**config.mk**
```make
export PLATFORM = sky130hd
export DESIGN_NAME = fixed_block_pool_allocator
export DESIGN_NICKNAME = d
export VERILOG_FILES = /design/src/fbpa_pkg.sv /design/src/fbpa_bitmap.sv /design/src/fbpa_addr_unit.sv /design/src/fbpa_ctrl.sv /design/src/fixed_block_pool_allocator.sv
export SDC_FILE = /design/constraint.sdc
export NUM_CORES = 1
export LEC_CHECK = 0
export BUFFER_PORTS_ARGS = -buffer_cell sky130_fd_sc_hd__buf_2
export CAP_MARGIN = 20
export CORE_MARGIN = 5
export CORE_UTILIZATION = 50
export DETAILED_ROUTE_END_ITERATION = 16
export GPL_ROUTABILITY_DRIVEN = 0
export GPL_TIMING_DRIVEN = 0
export PLACE_DENSITY = 0.68
export SETUP_SLACK_MARGIN = 0.02
export SLEW_MARGIN = 20
export SYNTH_ARGS = -nofsm -noshare
export SYNTH_HDL_FRONTEND = slang
export SYNTH_SLANG_ARGS = --single-unit
```
**constraint.sdc**
```tcl
create_clock -name clock -period 7.34 [get_ports clock]
set_clock_uncertainty 0.1 [all_clocks]
set_input_delay 0.734 -clock clock [delete_from_list [all_inputs] [get_ports clock]]
set_output_delay 0.734 -clock clock [all_outputs]
set_load 0.02 [all_outputs]
```
**src/fbpa_pkg.sv**
```systemverilog
`timescale 1ns / 1ps

package fbpa_pkg;

   localparam int DEF_MAX_BLOCKS = 64;

   localparam int ADDR_W   = 32;
   localparam int BYTES_W  = 17;
   localparam int COUNT_W  = 7;
   localparam int SIZE_W   = BYTES_W + 1;
   localparam int ACC_W    = ADDR_W + 1;
   localparam int KIND_W   = 2;
   localparam int STATUS_W = 2;
   localparam int CSR_IDX_W = 2;

   // Register reset values
   localparam logic [ADDR_W-1:0]  RST_BASE  = '0;
   localparam logic [BYTES_W-1:0] RST_BYTES = BYTES_W'(4);
   localparam logic [COUNT_W-1:0] RST_COUNT = COUNT_W'(64);

   // Block size rounding: round up to a word, force zero to one word
   localparam logic [SIZE_W-1:0] SIZE_ROUND = SIZE_W'(3);
   localparam logic [SIZE_W-1:0] SIZE_MASK  = ~SIZE_W'(3);
   localparam logic [SIZE_W-1:0] SIZE_MIN   = SIZE_W'(4);

   typedef enum logic [KIND_W-1:0] {
      KIND_ALLOC = 2'd0,
      KIND_FREE  = 2'd1,
      KIND_CLEAR = 2'd2,
      KIND_NOP   = 2'd3
   } kind_type;

   typedef enum logic [STATUS_W-1:0] {
      STATUS_OK      = 2'd0,
      STATUS_NOMEM   = 2'd1,
      STATUS_ILLEGAL = 2'd2
   } status_type;

   typedef enum logic [CSR_IDX_W-1:0] {
      CSR_BASE  = 2'd0,
      CSR_BYTES = 2'd1,
      CSR_COUNT = 2'd2
   } csr_idx_type;

   typedef enum logic [2:0] {
      ST_WIPE,
      ST_IDLE,
      ST_ALLOC,
      ST_FREE,
      ST_RESP
   } state_type;

   // Sequencer to address unit
   typedef struct packed {
      logic load;
      logic step;
   } unit_ctl_type;

   // Address unit back to sequencer
   typedef struct packed {
      logic hit;
      logic past;
   } unit_sts_type;

endpackage

```
**src/fbpa_bitmap.sv**
```systemverilog
`timescale 1ns / 1ps

module fbpa_bitmap #(
   parameter int MAX_BLOCKS = fbpa_pkg::DEF_MAX_BLOCKS,
   parameter int IDX_W      = (MAX_BLOCKS > 1) ? $clog2(MAX_BLOCKS) : 1
) (
   input  logic             clock,
   input  logic             wr_en,
   input  logic [IDX_W-1:0] wr_idx,
   input  logic             wr_bit,
   input  logic [IDX_W-1:0] rd_idx,
   output logic             rd_bit
);

   logic mem [MAX_BLOCKS];
   logic rd_bit_ff;

   always_ff @(posedge clock) begin
      if (wr_en) begin
         mem[wr_idx] <= wr_bit;
      end
   end

   always_ff @(posedge clock) begin
      rd_bit_ff <= mem[rd_idx];
   end

   assign rd_bit = rd_bit_ff;

endmodule

```
**src/fbpa_addr_unit.sv**
```systemverilog
`timescale 1ns / 1ps

module fbpa_addr_unit (
   input  logic                            clock,
   input  fbpa_pkg::unit_ctl_type          ctl,
   input  logic [fbpa_pkg::ADDR_W-1:0]     base,
   input  logic [fbpa_pkg::SIZE_W-1:0]     size,
   input  logic [fbpa_pkg::ADDR_W-1:0]     target,
   output logic [fbpa_pkg::ADDR_W-1:0]     acc_addr,
   output fbpa_pkg::unit_sts_type          sts
);

   import fbpa_pkg::*;

   logic [ACC_W-1:0] acc_ff, acc_in;
   logic [ACC_W-1:0] tgt_ff, tgt_in;

   // One shared adder walks base + i * size; two comparators check it against the target
   always_comb begin
      acc_in = acc_ff;
      tgt_in = tgt_ff;
      if (ctl.load) begin
         acc_in = {1'b0, base};
         tgt_in = {1'b0, target};
      end else if (ctl.step) begin
         acc_in = acc_ff + ACC_W'(size);
      end
   end

   always_ff @(posedge clock) begin
      acc_ff <= acc_in;
      tgt_ff <= tgt_in;
   end

   assign acc_addr = acc_ff[ADDR_W-1:0];
   assign sts.hit  = (acc_ff == tgt_ff);
   assign sts.past = (acc_ff > tgt_ff);

endmodule

```
**src/fbpa_ctrl.sv**
```systemverilog
`timescale 1ns / 1ps

module fbpa_ctrl #(
   parameter int MAX_BLOCKS = fbpa_pkg::DEF_MAX_BLOCKS,
   parameter int IDX_W      = (MAX_BLOCKS > 1) ? $clog2(MAX_BLOCKS) : 1,
   parameter int CNT_W      = $clog2(MAX_BLOCKS + 1)
) (
   input  logic                          clock,
   input  logic                          reset,
   input  logic                          req_valid,
   output logic                          req_ready,
   input  fbpa_pkg::kind_type            kind,
   input  logic [CNT_W-1:0]              count,
   input  logic                          out_free,
   output logic                          res_valid,
   output fbpa_pkg::status_type          res_status,
   output logic [fbpa_pkg::ADDR_W-1:0]   res_addr,
   output logic                          mem_we,
   output logic [IDX_W-1:0]              mem_widx,
   output logic                          mem_wbit,
   output logic [IDX_W-1:0]              mem_ridx,
   input  logic                          mem_rbit,
   output fbpa_pkg::unit_ctl_type        unit_ctl,
   input  fbpa_pkg::unit_sts_type        unit_sts,
   input  logic [fbpa_pkg::ADDR_W-1:0]   acc_addr
);

   import fbpa_pkg::*;

   state_type         state_ff, state_in;
   logic [CNT_W-1:0]  scan_ff, scan_in;
   logic              chk_vld_ff, chk_vld_in;
   logic [IDX_W-1:0]  chk_idx_ff, chk_idx_in;
   logic [ADDR_W-1:0] chk_addr_ff, chk_addr_in;
   logic              wipe_rsp_ff, wipe_rsp_in;
   status_type        status_ff, status_in;
   logic [ADDR_W-1:0] addr_ff, addr_in;

   logic fire, scan_lt, found, wipe_last, alloc_issue, free_stop, free_hit;

   assign fire        = req_valid && (state_ff == ST_IDLE);
   assign scan_lt     = (scan_ff < count);
   assign found       = chk_vld_ff && !mem_rbit;
   assign wipe_last   = (scan_ff == CNT_W'(MAX_BLOCKS - 1));
   assign alloc_issue = !found && scan_lt;
   assign free_stop   = !scan_lt || unit_sts.past || unit_sts.hit;
   assign free_hit    = scan_lt && unit_sts.hit;

   // Next state
   always_comb begin
      state_in = state_ff;
      unique case (state_ff)
         ST_WIPE: begin
            if (wipe_last) begin
               state_in = wipe_rsp_ff ? ST_RESP : ST_IDLE;
            end
         end
         ST_IDLE: begin
            if (fire) begin
               unique case (kind)
                  KIND_ALLOC: state_in = ST_ALLOC;
                  KIND_FREE:  state_in = ST_FREE;
                  KIND_CLEAR: state_in = ST_WIPE;
                  KIND_NOP:   state_in = ST_RESP;
               endcase
            end
         end
         ST_ALLOC: begin
            if (!alloc_issue) begin
               state_in = ST_RESP;
            end
         end
         ST_FREE: begin
            if (free_stop) begin
               state_in = ST_RESP;
            end
         end
         ST_RESP: begin
            if (out_free) begin
               state_in = ST_IDLE;
            end
         end
      endcase
   end

   // Outputs
   always_comb begin
      req_ready     = (state_ff == ST_IDLE);
      res_valid     = (state_ff == ST_RESP);
      mem_we        = 1'b0;
      mem_widx      = scan_ff[IDX_W-1:0];
      mem_wbit      = 1'b0;
      mem_ridx      = scan_ff[IDX_W-1:0];
      unit_ctl.load = fire;
      unit_ctl.step = 1'b0;
      unique case (state_ff)
         ST_WIPE: begin
            mem_we = 1'b1;
         end
         ST_ALLOC: begin
            if (found) begin
               mem_we   = 1'b1;
               mem_widx = chk_idx_ff;
               mem_wbit = 1'b1;
            end
            unit_ctl.step = alloc_issue;
         end
         ST_FREE: begin
            mem_we        = free_hit && !unit_sts.past;
            unit_ctl.step = !free_stop;
         end
         ST_IDLE, ST_RESP: begin
         end
      endcase
   end

   // Working registers
   always_comb begin
      scan_in     = scan_ff;
      chk_vld_in  = chk_vld_ff;
      chk_idx_in  = chk_idx_ff;
      chk_addr_in = chk_addr_ff;
      wipe_rsp_in = wipe_rsp_ff;
      status_in   = status_ff;
      addr_in     = addr_ff;
      unique case (state_ff)
         ST_WIPE: begin
            scan_in   = scan_ff + CNT_W'(1);
            status_in = STATUS_OK;
            addr_in   = '0;
         end
         ST_IDLE: begin
            if (fire) begin
               scan_in     = '0;
               chk_vld_in  = 1'b0;
               wipe_rsp_in = (kind == KIND_CLEAR);
               status_in   = STATUS_OK;
               addr_in     = '0;
            end
         end
         ST_ALLOC: begin
            if (found) begin
               status_in = STATUS_OK;
               addr_in   = chk_addr_ff;
            end else if (scan_lt) begin
               scan_in     = scan_ff + CNT_W'(1);
               chk_vld_in  = 1'b1;
               chk_idx_in  = scan_ff[IDX_W-1:0];
               chk_addr_in = acc_addr;
            end else begin
               status_in = STATUS_NOMEM;
               addr_in   = '0;
            end
         end
         ST_FREE: begin
            priority if (!scan_lt || unit_sts.past) begin
               status_in = STATUS_ILLEGAL;
            end else if (unit_sts.hit) begin
               status_in = STATUS_OK;
            end else begin
               scan_in = scan_ff + CNT_W'(1);
            end
            addr_in = '0;
         end
         ST_RESP: begin
         end
      endcase
   end

   always_ff @(posedge clock) begin
      if (reset) begin
         state_ff    <= ST_WIPE;
         scan_ff     <= '0;
         chk_vld_ff  <= 1'b0;
         wipe_rsp_ff <= 1'b0;
      end else begin
         state_ff    <= state_in;
         scan_ff     <= scan_in;
         chk_vld_ff  <= chk_vld_in;
         wipe_rsp_ff <= wipe_rsp_in;
      end
   end

   always_ff @(posedge clock) begin
      chk_idx_ff  <= chk_idx_in;
      chk_addr_ff <= chk_addr_in;
      status_ff   <= status_in;
      addr_ff     <= addr_in;
   end

   assign res_status = status_ff;
   assign res_addr   = addr_ff;

endmodule

```
**src/fixed_block_pool_allocator.sv**
```systemverilog
`timescale 1ns / 1ps

// Fixed-size block pool allocator with a used bitmap.
// Request channel (req_): tuser carries the kind (allocate, free, clear, no-op),
// tdata the address to free. One transfer in, one transfer out on rsp_:
// tuser carries the status, tdata the allocated address (zero otherwise).
// Configuration channel (csr_): index 0 base address, 1 block size in bytes,
// 2 block count; always ready, write only while no request is in flight.
// Allocate and free walk the pool one block per cycle with a single shared adder
// and a shared comparator pair; allocate stops at the first free block or at the
// end of the pool, free at the matching address, at the end of the pool or once
// the walk passes the address. A clear writes the bitmap one entry per cycle; a
// no-op goes straight to the response. req_tready rises as the result moves to
// the output register.
// Reset: a wipe empties the bitmap before req_tready rises; registers return to
// base 0, size 4, count 64.
// Stall: a result waits in the output register. The sequencer holds a finished
// result, with req_tready low, until that register frees; once the result has
// moved on, the next request may enter while it waits.
module fixed_block_pool_allocator #(
   parameter int MAX_BLOCKS = fbpa_pkg::DEF_MAX_BLOCKS
) (
   input  logic                              clock,
   input  logic                              reset,
   // request: tuser = {kind[1:0]}, tdata = {free_address[31:0]}
   input  logic                              req_tvalid,
   output logic                              req_tready,
   input  logic [fbpa_pkg::KIND_W-1:0]       req_tuser,
   input  logic [fbpa_pkg::ADDR_W-1:0]       req_tdata,
   // response: tuser = {status[1:0]}, tdata = {block_address[31:0]}
   output logic                              rsp_tvalid,
   input  logic                              rsp_tready,
   output logic [fbpa_pkg::STATUS_W-1:0]     rsp_tuser,
   output logic [fbpa_pkg::ADDR_W-1:0]       rsp_tdata,
   // register writes
   input  logic                              csr_valid,
   output logic                              csr_ready,
   input  logic [fbpa_pkg::CSR_IDX_W-1:0]    csr_index,
   input  logic [fbpa_pkg::ADDR_W-1:0]       csr_data
);

   import fbpa_pkg::*;

   localparam int IDX_W = (MAX_BLOCKS > 1) ? $clog2(MAX_BLOCKS) : 1;
   localparam int CNT_W = $clog2(MAX_BLOCKS + 1);

   logic [ADDR_W-1:0]  base_ff, base_in;
   logic [BYTES_W-1:0] bytes_ff, bytes_in;
   logic [COUNT_W-1:0] count_ff, count_in;

   logic                rsp_valid_ff, rsp_valid_in;
   logic [STATUS_W-1:0] rsp_status_ff, rsp_status_in;
   logic [ADDR_W-1:0]   rsp_addr_ff, rsp_addr_in;

   logic [SIZE_W-1:0] size_round;
   logic [SIZE_W-1:0] eff_size;
   logic [CNT_W-1:0]  eff_count;
   logic              out_free;

   logic              res_valid;
   status_type        res_status;
   logic [ADDR_W-1:0] res_addr;

   logic             mem_we, mem_wbit, mem_rbit;
   logic [IDX_W-1:0] mem_widx, mem_ridx;

   unit_ctl_type      unit_ctl;
   unit_sts_type      unit_sts;
   logic [ADDR_W-1:0] acc_addr;

   // Register file: take every transfer, drop unknown indexes
   assign csr_ready = 1'b1;

   always_comb begin
      base_in  = base_ff;
      bytes_in = bytes_ff;
      count_in = count_ff;
      if (csr_valid) begin
         if (csr_index == CSR_BASE) begin
            base_in = csr_data;
         end
         if (csr_index == CSR_BYTES) begin
            bytes_in = csr_data[BYTES_W-1:0];
         end
         if (csr_index == CSR_COUNT) begin
            count_in = csr_data[COUNT_W-1:0];
         end
      end
   end

   always_ff @(posedge clock) begin
      if (reset) begin
         base_ff  <= RST_BASE;
         bytes_ff <= RST_BYTES;
         count_ff <= RST_COUNT;
      end else begin
         base_ff  <= base_in;
         bytes_ff <= bytes_in;
         count_ff <= count_in;
      end
   end

   // Round the block size up to a whole word; a zero size counts as one word
   assign size_round = (SIZE_W'(bytes_ff) + SIZE_ROUND) & SIZE_MASK;
   assign eff_size   = (size_round == '0) ? SIZE_MIN : size_round;

   // Saturate the block count at the bitmap depth
   assign eff_count = (32'(count_ff) > 32'(MAX_BLOCKS)) ? CNT_W'(MAX_BLOCKS)
                                                        : CNT_W'(count_ff);

   // Output register: load when empty or when the current transfer leaves
   assign out_free = !rsp_valid_ff || rsp_tready;

   always_comb begin
      rsp_valid_in  = rsp_valid_ff;
      rsp_status_in = rsp_status_ff;
      rsp_addr_in   = rsp_addr_ff;
      if (out_free) begin
         rsp_valid_in  = res_valid;
         rsp_status_in = res_status;
         rsp_addr_in   = res_addr;
      end
   end

   always_ff @(posedge clock) begin
      if (reset) begin
         rsp_valid_ff <= 1'b0;
      end else begin
         rsp_valid_ff <= rsp_valid_in;
      end
   end

   always_ff @(posedge clock) begin
      rsp_status_ff <= rsp_status_in;
      rsp_addr_ff   <= rsp_addr_in;
   end

   assign rsp_tvalid = rsp_valid_ff;
   assign rsp_tuser  = rsp_status_ff;
   assign rsp_tdata  = rsp_addr_ff;

   fbpa_ctrl #(
      .MAX_BLOCKS (MAX_BLOCKS),
      .IDX_W      (IDX_W),
      .CNT_W      (CNT_W)
   ) u_ctrl (
      .clock      (clock),
      .reset      (reset),
      .req_valid  (req_tvalid),
      .req_ready  (req_tready),
      .kind       (kind_type'(req_tuser)),
      .count      (eff_count),
      .out_free   (out_free),
      .res_valid  (res_valid),
      .res_status (res_status),
      .res_addr   (res_addr),
      .mem_we     (mem_we),
      .mem_widx   (mem_widx),
      .mem_wbit   (mem_wbit),
      .mem_ridx   (mem_ridx),
      .mem_rbit   (mem_rbit),
      .unit_ctl   (unit_ctl),
      .unit_sts   (unit_sts),
      .acc_addr   (acc_addr)
   );

   fbpa_addr_unit u_addr_unit (
      .clock    (clock),
      .ctl      (unit_ctl),
      .base     (base_ff),
      .size     (eff_size),
      .target   (req_tdata),
      .acc_addr (acc_addr),
      .sts      (unit_sts)
   );

   fbpa_bitmap #(
      .MAX_BLOCKS (MAX_BLOCKS),
      .IDX_W      (IDX_W)
   ) u_bitmap (
      .clock  (clock),
      .wr_en  (mem_we),
      .wr_idx (mem_widx),
      .wr_bit (mem_wbit),
      .rd_idx (mem_ridx),
      .rd_bit (mem_rbit)
   );

endmodule
```
==> results.json, run 1 <==
{
  "status": "finished clean",
  "endpoint_kind": "register",
  "cp_max_fo": 30,
  "num_rows": 60,
  "core_um2": 27000,
  "syn_inst": 1140,
  "clock_sinks": 305,
  "final_layout_size_suffix_gt1_share_pct": 16.2,
  "grt_overflow_total": 0,
  "critical_path_arrival_ns": 4.50,
  "floorplan.initialDensity_pct": 50.7,
  "antennaDiodeCount": 0,
  "syn_nets": 1269,
  "max_freq_mhz": 227,
  "cts_hold_buffers": 0,
  "wl_per_cell_um": 17.9,
  "final_common_cell": "edfxtp_1",
  "slowest_delay_ns": 0.74,
  "synth_seq_area_share_pct": 61.8,
  "grt_pass1_vias": 8780,
  "cp.required_ns": 7.43,
  "synth_edf_count": 234,
  "finalSetupTns_ns": 0,
  "crit_path_start_kind": "register",
  "ant_nets": 0,
  "synthToLayoutAreaGrowth_pct": 15.3,
  "cts_setup_buffers": 0,
  "synth.cell_area_um2": 13700,
  "antenna_found_initial": 1,
  "cts_made_buffers": 31,
  "path_clk_slew_ns": 0.06,
  "cts_tree": "yes",
  "dieHeight_um": 175,
  "syn_avg_cell_area_um2": 12.0,
  "htree_levels": 1,
  "synth_ff_type": "edfxtp_1",
  "grt_max_degree": 74,
  "vias": 8946,
  "drcViolationCount": 0,
  "fin_crit_sh_pct": 60.1,
  "drt-pass1-iter-count": 5,
  "hp-class": "primary input to register",
  "cts_max_path_buffers": 3,
  "slowest_stage": "o31ai_1",
  "nets": 1414,
  "ys_ff_latch": 305,
  "ioPinCount": 110,
  "synthDistinctLibCells": 65,
  "cts-resized-gates": 0,
  "grt_pass1_wl_mm": 47.1,
  "die_x_um": 175,
  "ys_async_sr_fraction_pct": 0,
  "ctsRootBufferMaster": "clkbuf_16",
  "maxSlewHeadroom_pct": 37.0,
  "io_buffers": 108,
  "track_usage_pct": 19.2,
  "timing.hold.ws_ns": 0.250,
  "crit_chain": "ha_1 -> a211oi_1 -> nor2_1 -> o21a_1 -> o31ai_1 -> o21ai_0 -> o31ai_1 -> and2_1 -> or2_2",
  "final_cell_mix": "edfxtp_1 (234), nand2_1 (171), buf_2 (110), nor2_1 (102), a21oi_1 (81)",
  "crit_type": "register to register",
  "rsz0062_at_grt": "no",
  "dieArea_um2": 30700,
  "fin_util_pct": 58.5,
  "worst_pin_slew_ns": 0.921,
  "final_max_slew_viol_count": 0,
  "post-dp-hpwl_mm": 21.8,
  "p_leak_nw": 6.06,
  "wirelength_mm": 29.5,
  "fin_crit_ns": 4.41,
  "power.density_nw_per_um2": 228,
  "ir_worst_vdd_mv": 0.174,
  "ys_warn_count": 0,
  "crit_top_cell": "o31ai_1",
  "cap_violations": 0,
  "finalSetupViolCount": 0,
  "viasPerCell": 5.42,
  "finalHoldViolations": 0,
  "drt_iter0_markers": 711,
  "clkLatencyLatePin_ns": 0.56
}
-- sequential cells by signal, summed over array words and instances, names as in the netlist --
name / count
count_ff: 7
rsp_tdata: 32
base_ff: 32
u_ctrl.res_addr: 32
u_bitmap.mem: 64
u_ctrl.chk_addr_ff: 32
u_addr_unit.tgt_ff: 32
u_ctrl.chk_vld_ff: 1
bytes_ff: 17
rsp_tvalid: 1
u_ctrl.state_ff: 3
u_ctrl.chk_idx_ff: 6
u_addr_unit.acc_ff: 33
rsp_tuser: 2
u_ctrl.scan_ff: 7
u_ctrl.wipe_rsp_ff: 1
u_bitmap.rd_bit: 1
u_ctrl.res_status: 2
-- metal layers --
layer  GRT usage, %  up-vias  part of all wire [%]
li1               -     4411                     -
met3           3.21       35                   7.1
met1           28.9     4209                    47
met5              0        -                     0
met4           3.50        0                   1.3
met2           29.8      291                    45
-- report_power, final --
group | internal (mW) | switching (mW) | total [mW]
sequential | 1.85 | 0.0116 | 1.86
combinational | 0.0619 | 0.0866 | 0.149
clock | 0.948 | 0.638 | 1.59
-- critical path: cells and delay by family (launching register included) --
family / cells / cell delay (ns)
AND/OR/NAND/NOR: 3 / 1.05
AO/OA/AOI/OAI: 5 / 2.00
flip-flops: 1 / 0.51
adder cells (fa/ha/maj): 1 / 0.36
-- synth_stat cells, types with 6 or more instances --
| master | n | share of area, % |
|---|---|---|
| o21ai_0 | 41 | 1.5 |
| a21oi_1 | 81 | 3.0 |
| edfxtp_1 | 234 | 51 |
| nand2b_1 | 11 | 0.50 |
| inv_1 | 46 | 1.3 |
| nor4_1 | 6 | 0.27 |
| nand2_1 | 171 | 4.7 |
| a211o_1 | 6 | 0.38 |
| mux2i_1 | 12 | 0.88 |
| nand3_1 | 30 | 1.1 |
| xnor2_1 | 23 | 1.5 |
| mux4_2 | 20 | 3.3 |
| or2_2 | 6 | 0.27 |
| a21o_1 | 8 | 0.44 |
| ha_1 | 55 | 5.0 |
| nor3_1 | 11 | 0.40 |
| nor2b_1 | 7 | 0.32 |
| nor2_1 | 103 | 2.8 |
| clkbuf_1 | 34 | 0.93 |
| dfxtp_1 | 71 | 10 |
| nor3b_1 | 6 | 0.33 |
| xor2_1 | 16 | 1.0 |
| and2_1 | 39 | 1.8 |
| o31ai_1 | 7 | 0.38 |
| and3_1 | 16 | 0.73 |
| nand4_1 | 7 | 0.32 |
| a211oi_1 | 8 | 0.44 |
-- kinds of logic after synthesis --
kind of cell | synth area share [%]
simple gates | 15.0
flops | 61.8
compound gates | 8.38
buf+inv | 2.56
fa+ha+maj | 5.18
xor+xnor | 2.50
mux | 4.53
other cells | 0.0274
-- per-stage QoR --
step                      power [mW]  instances  worst slack [ns]  cell area (µm²)
after global routing            3.72       1651              2.70            15800
after CTS                       3.63       1651              2.85            15800
after detailed placement        2.05       1593              2.92            14700
after global placement          2.05       1589              2.22            14600
final                           3.60       1651              2.93            15800
after floorplan                 1.99       1140              3.36            13700
-- area by class of cell --
class | instances | area (µm²)
Fill cell | 2186 | 11200
Sequential cell | 305 | 8450
Multi-Input combinational cell | 747 | 4880
Clock buffer | 36 | 795
Timing Repair Buffer | 112 | 621
Tap cell | 341 | 427
Clock inverter | 22 | 240
Buffer | 41 | 179
Inverter | 47 | 176
-- worst paths after layout --
| check | startpoint | to | slack [ns] | cells after the start |
|---|---|---|---|---|
| hold / removal | req_tdata[25] | u_addr_unit.tgt_ff[25] | 0.25 | 1 |
| hold reg to reg | u_ctrl.res_addr[6] | rsp_tdata[6] | 0.31 | 0 |
| setup reg to reg | u_addr_unit.acc_ff[18] | u_addr_unit.acc_ff[21] | 2.93 | 9 |
| setup / recovery | u_addr_unit.acc_ff[18] | u_addr_unit.acc_ff[21] | 2.93 | 9 |
Power figures use the tool's default switching activity.
==> run 2, diff against run 1 <==
--- a/config.mk
+++ b/config.mk
@@ -5,6 +5,7 @@
 export SDC_FILE = /design/constraint.sdc
 export NUM_CORES = 1
 export LEC_CHECK = 0
+export ABC_AREA = 1
 export BUFFER_PORTS_ARGS = -buffer_cell sky130_fd_sc_hd__buf_2
 export CAP_MARGIN = 20
 export CORE_MARGIN = 5
==> constraint.sdc (replaced) <==
create_clock -name clock -period 4.3 [get_ports clock]
set_clock_uncertainty 0.1 [all_clocks]
set_input_delay 0.43 -clock clock [delete_from_list [all_inputs] [get_ports clock]]
set_output_delay 0.43 -clock clock [all_outputs]
set_load 0.02 [all_outputs]
==> run 2 against run 1 <==
Against the previous run:
- clock-buffer cell count grew 10
- synthesized cell count rose by 33%
- maximum frequency grew 8.7%
- register-to-register slack worse by 2.7 ns
- wire length increased by 18%
- power increased to 2.8 times the previous value
- non-clock buffer count rose by 26
- sequential cell count unchanged
- hold slack worse by 0.22 ns
- largest power group unchanged
- synthesized area grew 4.7%
==> results.json, run 2 <==
{
  "synth.largest_area_cell": "edfxtp_1",
  "syn_nets": 1645,
  "clock_sinks": 305,
  "worst_pin_slew_ns": 1.08,
  "synth_ff_type": "edfxtp_1",
  "timing.hold.ws_ns": 0.0329,
  "yosys-top-cells-area": "edfxtp_1 (49%), dfxtp_1 (9.9%), nor2_1 (8.0%), nand2_1 (6.1%), ha_1 (4.8%)",
  "fin_crit_ns": 4.06,
  "crit_path_start_kind": "register",
  "p_int_mw": 6.47,
  "viasPerCell": 5.29,
  "wirelength_mm": 34.8,
  "post-dp-hpwl_mm": 25.2,
  "finalHoldViolations": 0,
  "num-fill-cells": 2434,
  "io_buffers": 108,
  "die_x_um": 179,
  "ys_ff_latch": 305,
  "grt_pass1_wl_mm": 54.1,
  "floorplan.initialDensity_pct": 50.3,
  "antenna_found_initial": 0,
  "final_max_slew_viol_count": 0,
  "synthTopCellsByCount": "nor2_1 (305), edfxtp_1 (234), nand2_1 (233), inv_1 (181), o21ai_0 (116)",
  "track_usage_pct": 21.6,
  "syn_avg_cell_area_um2": 9.44,
  "ir_worst_vdd_mv": 0.347,
  "grt_overflow_total": 0,
  "grt_pass1_vias": 10500,
  "cts_tree": "yes",
  "status": "finished clean",
  "p_leak_nw": 7.07,
  "fin_crit_sh_pct": 94.5,
  "power.switching_mw": 3.56,
  "synthToLayoutAreaGrowth_pct": 17.1,
  "drt_iter0_markers": 959,
  "drcViolationCount": 0,
  "num_rows": 62,
  "synthDistinctLibCells": 47,
  "placed_cells": 2009,
  "grt_max_degree": 70,
  "cts_max_path_buffers": 3,
  "largest_register_ffs": 64,
  "nets": 1822,
  "ctsRootBufferMaster": "clkbuf_16",
  "combPwrFrac_pct": 29.3,
  "slowest_delay_ns": 0.69,
  "final_common_cell": "nor2_1",
  "wl_per_cell_um": 16.5,
  "cp.required_ns": 4.47,
  "dieArea_um2": 32100,
  "antennaDiodeCount": 0,
  "core_um2": 28500,
  "clkLatencyLatePin_ns": 0.52,
  "crit_chain": "inv_1 -> nor3_1 -> nand2_1 -> nor2_1 -> inv_1 -> nor4_1 -> nor2b_1 -> ha_1 -> a21oi_1 -> o22ai_1 -> a21oi_1 -> nand3_1 -> and2_0 -> or2_2 -> nand3_1 -> nand2_1",
  "ys_async_sr_fraction_pct": 0,
  "cap_violations": 0,
  "ioPinCount": 110,
  "yosysTopAreaCellShare_pct": 49.1,
  "stdcell_count": 2103,
  "maxSlewHeadroom_pct": 27.8,
  "swShare_pct": 35.5,
  "ys_warn_count": 0,
  "power.density_nw_per_um2": 598,
  "yosysMostFrequentCell": "nor2_1",
  "max_freq_mhz": 246,
  "cp_max_fo": 6,
  "cts_made_buffers": 35,
  "crit_type": "register to register",
  "vias": 11100,
  "endpoint_kind": "register",
  "pwr-share-seq_pct": 43.4,
  "synth_edf_count": 234,
  "reg.largest.list": "u_bitmap.mem (64), u_addr_unit.acc_ff (33)",
  "final_cell_mix": "nor2_1 (305), edfxtp_1 (234), nand2_1 (232), inv_1 (178)",
  "finalSetupViolCount": 0,
  "slowest_stage": "nor4_1",
  "hp-class": "primary input to register",
  "drt-pass1-iter-count": 5,
  "ant_nets": 0,
  "synth.cell_area_um2": 14300,
  "final_layout_size_suffix_gt1_share_pct": 12.6,
  "htree_levels": 2,
  "top_register": "u_bitmap.mem",
  "syn_inst": 1516,
  "dieHeight_um": 179,
  "power_frac_clock_pct": 27.2,
  "critical_path_arrival_ns": 4.23,
  "path_clk_slew_ns": 0.06,
  "rsz0062_at_grt": "no",
  "synth_seq_area_share_pct": 59.0
}
-- run 2: logic make-up (layout without fill, tap and decap cells) --
kind of cell,Yosys count,in the layout,synth area share [%]
AOI/OAI and AO/OA,226,226,8.85
other,1,1,0.0262
DFF,305,305,59.0
xor gates and xnor gates,21,21,1.28
buffers and inverters,233,436,6.29
adders and majority gates,56,56,4.95
and+or+nand+nor,674,674,19.6
-- run 2: worst paths after layout --
kind                                     startpoint                     end  slack [ns]  cells after the start
worst max-delay path                    bytes_ff[4]  u_addr_unit.acc_ff[23]        0.24                     16
worst min-delay path                  req_tdata[31]  u_addr_unit.tgt_ff[31]        0.03                      1
worst max register to register          bytes_ff[4]  u_addr_unit.acc_ff[23]        0.24                     16
worst min register to register  u_ctrl.res_addr[26]           rsp_tdata[26]        0.32                      0
-- run 2: power groups by stage --
stage | registers (mW) | clock network (mW) | logic, mW
3_3_place_gp | 4.40 | 0 | 2.79
2_1_floorplan | 4.48 | 0 | 1.83
5_1_grt | 4.41 | 2.90 | 3.28
3_5_place_dp | 4.41 | 0 | 2.88
4_1_cts | 4.36 | 2.77 | 2.92
6_report | 4.36 | 2.73 | 2.94
-- run 2: stage by stage --
stage / area [µm²] / total power, mW / util (%) / TNS [ns] / setup WS, ns
finish: 16800 / 10.0 / 58.9 / 0 / 0.237
global route: 16800 / 10.6 / 58.9 / 0 / 0.0595
floorplan: 14300 / 6.31 / - / 0 / 0.723
CTS: 16700 / 10.1 / 58.8 / 0 / 0.0404
detailed placement: 15400 / 7.29 / 53.9 / -0.575 / -0.187
global placement: 15300 / 7.19 / 53.9 / -0.0732 / -0.0672
-- run 2: timing repair --
item,CTS,global route
pin swaps,0,0
setup buffers,0,0
setup endpoints to repair,7,8
resized for setup,2,5
hold buffers,31,0
hold endpoints to repair,31,0
-- run 2: layout make-up --
class | instances | area, µm² | share of cell area [%]
plain buffers | 39 | 170 | 1.02
clock buffers | 46 | 948 | 5.66
clock inverters | 17 | 106 | 0.635
inverters | 194 | 732 | 4.37
multi-input cells | 978 | 5000 | 29.8
flip-flops and latches | 305 | 8450 | 50.4
well taps | 384 | 480 | 2.87
repair buffers | 140 | 871 | 5.20
-- run 2: critical path: cells and delay by family (launching register included) --
kind	cells	cell delay, ns
and+or+nand+nor	10	2.27
AOI/OAI and AO/OA	3	0.47
DFF	1	0.40
adders and majority gates	1	0.38
buffers and inverters	2	0.18
-- run 2: routing by layer --
metal,part of all wire (%),track usage (%),vias to the layer above
li1,-,-,5424
met1,45,31.5,5219
met2,44,33.1,408
met3,7.8,3.54,65
met4,2.9,7.36,0
met5,0,0,-
==> run 3, diff against run 2 <==
--- a/config.mk
+++ b/config.mk
@@ -8,14 +8,12 @@
 export ABC_AREA = 1
 export BUFFER_PORTS_ARGS = -buffer_cell sky130_fd_sc_hd__buf_2
 export CAP_MARGIN = 20
-export CORE_MARGIN = 5
 export CORE_UTILIZATION = 50
 export DETAILED_ROUTE_END_ITERATION = 16
 export GPL_ROUTABILITY_DRIVEN = 0
 export GPL_TIMING_DRIVEN = 0
 export PLACE_DENSITY = 0.68
 export SETUP_SLACK_MARGIN = 0.02
-export SLEW_MARGIN = 20
 export SYNTH_ARGS = -nofsm -noshare
 export SYNTH_HDL_FRONTEND = slang
 export SYNTH_SLANG_ARGS = --single-unit
==> constraint.sdc (replaced) <==
create_clock -name clock -period 4.04 [get_ports clock]
set_clock_uncertainty 0.1 [all_clocks]
set_input_delay 0.404 -clock clock [delete_from_list [all_inputs] [get_ports clock]]
set_output_delay 0.404 -clock clock [all_outputs]
set_load 0.02 [all_outputs]
==> run 3 against run 2 <==
Against the previous run:
- power increased by 7.9%
- die area decreased by 8.7%
- wire length decreased by 1.1%
- sequential share of layout area decreased by 0.62 points
- via count decreased by 0.13%
- hold slack about the same
- global-route usage increased by 2.4 points
- sequential cell count unchanged
- critical endpoint unchanged
==> results.json, run 3 (synthesis results as in run 2) <==
{
  "status": "finished clean",
  "path_clk_slew_ns": 0.06,
  "r2r_setup_slack_ns": 0.28,
  "vias": 11100,
  "fin_crit_ns": 3.76,
  "finalWorstSetupSlack_ns": 0.280,
  "pwr-share-seq_pct": 42.7,
  "ioPinCount": 110,
  "num_rows": 61,
  "finalHoldViolations": 0,
  "cp.required_ns": 4.21,
  "rsz0062_at_grt": "no",
  "critical_path_arrival_ns": 3.93,
  "drt-pass1-iter-count": 6,
  "finalSetupViolCount": 0,
  "grt_pass1_wl_mm": 53.7,
  "cts_tree": "yes",
  "p_int_mw": 7.06,
  "maxSlewHeadroom_pct": 26.9,
  "worst_pin_slew_ns": 1.10,
  "dieHeight_um": 171,
  "critPathLaunch": "bytes_ff[4]",
  "final_common_cell": "nor2_1",
  "final_max_slew_viol_count": 0,
  "endpoint_kind": "register",
  "ctsRootBufferMaster": "clkbuf_16",
  "power_frac_clock_pct": 27.5,
  "post-dp-hpwl_mm": 24.8,
  "m1WireLength_mm": 16.3,
  "top_signal_layer_used": "met4",
  "swShare_pct": 34.8,
  "placed_cells": 2006,
  "max_freq_mhz": 266,
  "wl_met3_mm": 2.57,
  "p_leak_nw": 7.17,
  "drt_iter0_markers": 1141,
  "dieArea_um2": 29300,
  "wirelength_mm": 34.4,
  "fin_crit_sh_pct": 93.1,
  "core_um2": 28000,
  "combPwrFrac_pct": 29.8,
  "hp-class": "primary input to register",
  "antennaDiodeCount": 0,
  "clock_sinks": 305,
  "floorplan.initialDensity_pct": 51.1,
  "power.density_nw_per_um2": 638,
  "grt_overflow_total": 0,
  "wl_met2_mm": 14.6,
  "pre_cts_slack_ns": -0.196,
  "cts_max_path_buffers": 3,
  "cp_max_fo": 6,
  "clkLatencyLatePin_ns": 0.52,
  "crit_end": "u_addr_unit.acc_ff[23]",
  "final_layout_size_suffix_gt1_share_pct": 13.3,
  "crit_type": "register to register",
  "grt_max_degree": 70,
  "final_cell_mix": "nor2_1 (303), edfxtp_1 (234), nand2_1 (232), inv_1 (181), buf_2 (115)",
  "io_buffers": 108,
  "antenna_found_initial": 0,
  "crit_path_start_kind": "register",
  "htree_levels": 2,
  "ant_nets": 0,
  "reg.largest.list": "u_bitmap.mem (64), u_addr_unit.acc_ff (33)",
  "stdcell_count": 2104,
  "largest_register_ffs": 64,
  "synthToLayoutAreaGrowth_pct": 18.5,
  "r2r_end": "u_addr_unit.acc_ff[23]",
  "cap_violations": 0,
  "r2r_cells": 16,
  "drcViolationCount": 0,
  "ir_worst_vdd_mv": 0.325,
  "top_register": "u_bitmap.mem",
  "viasPerCell": 5.28,
  "die_x_um": 171,
  "nets": 1831,
  "wl_per_cell_um": 16.3,
  "cts_made_buffers": 35,
  "rr_startpoint": "bytes_ff[4]",
  "track_usage_pct": 24.0,
  "power.switching_mw": 3.76,
  "grt_pass1_vias": 10300
}
==> run 3: changes by cell type in the layout (fill, tap and decap cells not counted), sizes merged <==
cell	before	now
buf	120	128
clkinv	19	13
clkbuf	74	76
bufinv	0	1
clkinvlp	1	2
dlygate4sd3	31	32
==> run 3: worst min path at each step <==
stage / depth (start not counted) / start / end
global placement: 0 / u_ctrl.res_addr[13] / rsp_tdata[13]
global route: 3 / csr_data[26] / base_ff[26]
detailed placement: 0 / u_ctrl.res_addr[11] / rsp_tdata[11]
CTS: 3 / csr_data[10] / base_ff[10]
floorplan: 0 / u_ctrl.res_addr[0] / rsp_tdata[0]
finish: 3 / csr_data[11] / base_ff[11]
==> run 3: per-stage QoR <==
| step | instance area (µm²) | util [%] | hold WS [ns] | setup TNS [ns] | total power [mW] |
|---|---|---|---|---|---|
| after floorplan | 14300 | - | 0.300 | 0 | 6.71 |
| after global placement | 15300 | 54.7 | 0.301 | -0.565 | 7.62 |
| after detailed placement | 15400 | 55.1 | 0.305 | -0.855 | 7.79 |
| after CTS | 16900 | 60.2 | 0.0186 | 0 | 10.8 |
| after global routing | 17000 | 60.6 | 0.0369 | 0 | 11.4 |
| final | 17000 | 60.6 | 0.0325 | 0 | 10.8 |
==> run 3: layout make-up <==
class / instances / area, µm²
buffer: 39 / 170
fill: 2343 / 11000
tap: 378 / 473
multi-input combinational: 978 / 5050
clock inverter: 13 / 109
timing repair buffer: 149 / 1010
sequential: 305 / 8450
clock buffer: 48 / 976
inverter: 194 / 731
==> run 3: power by group through the flow <==
stage / combinational [mW] / clock [mW] / sequential, mW
detailed placement: 3.11 / 0 / 4.68
global placement: 2.94 / 0 / 4.68
floorplan: 1.95 / 0 / 4.77
CTS: 3.16 / 3.03 / 4.62
finish: 3.22 / 2.98 / 4.62
global route: 3.60 / 3.14 / 4.69
==> run 3: critical path, stage by stage (launching register included) <==
cell	delay, ns
dfxtp_1	0.40
inv_1	0.11
nor3_4	0.20
nand2_1	0.11
nor2_2	0.11
inv_1	0.09
nor4_2	0.46
nor2b_1	0.22
ha_1	0.39
a21oi_1	0.22
o22ai_1	0.11
a21oi_1	0.13
nand3_1	0.15
and2_0	0.27
or2_2	0.31
nand3_1	0.07
nand2_1	0.05
==> run 3: per-layer routing <==
layer / vias to the layer above / GRT usage [%]
met5: - / 0
met4: 0 / 8.27
met3: 75 / 3.47
met2: 437 / 35.8
met1: 5145 / 35.7
li1: 5445 / -
==> run 3: timing repair <==
item / 4_1_cts / 5_1_grt
hold buffers: 32 / 0
gates cloned: 0 / 0
buffers inserted: 0 / 5
resized for setup: 4 / 15
endpoints found under the hold margin: 32 / 0
pin swaps: 0 / 3
setup endpoints to repair: 11 / 18
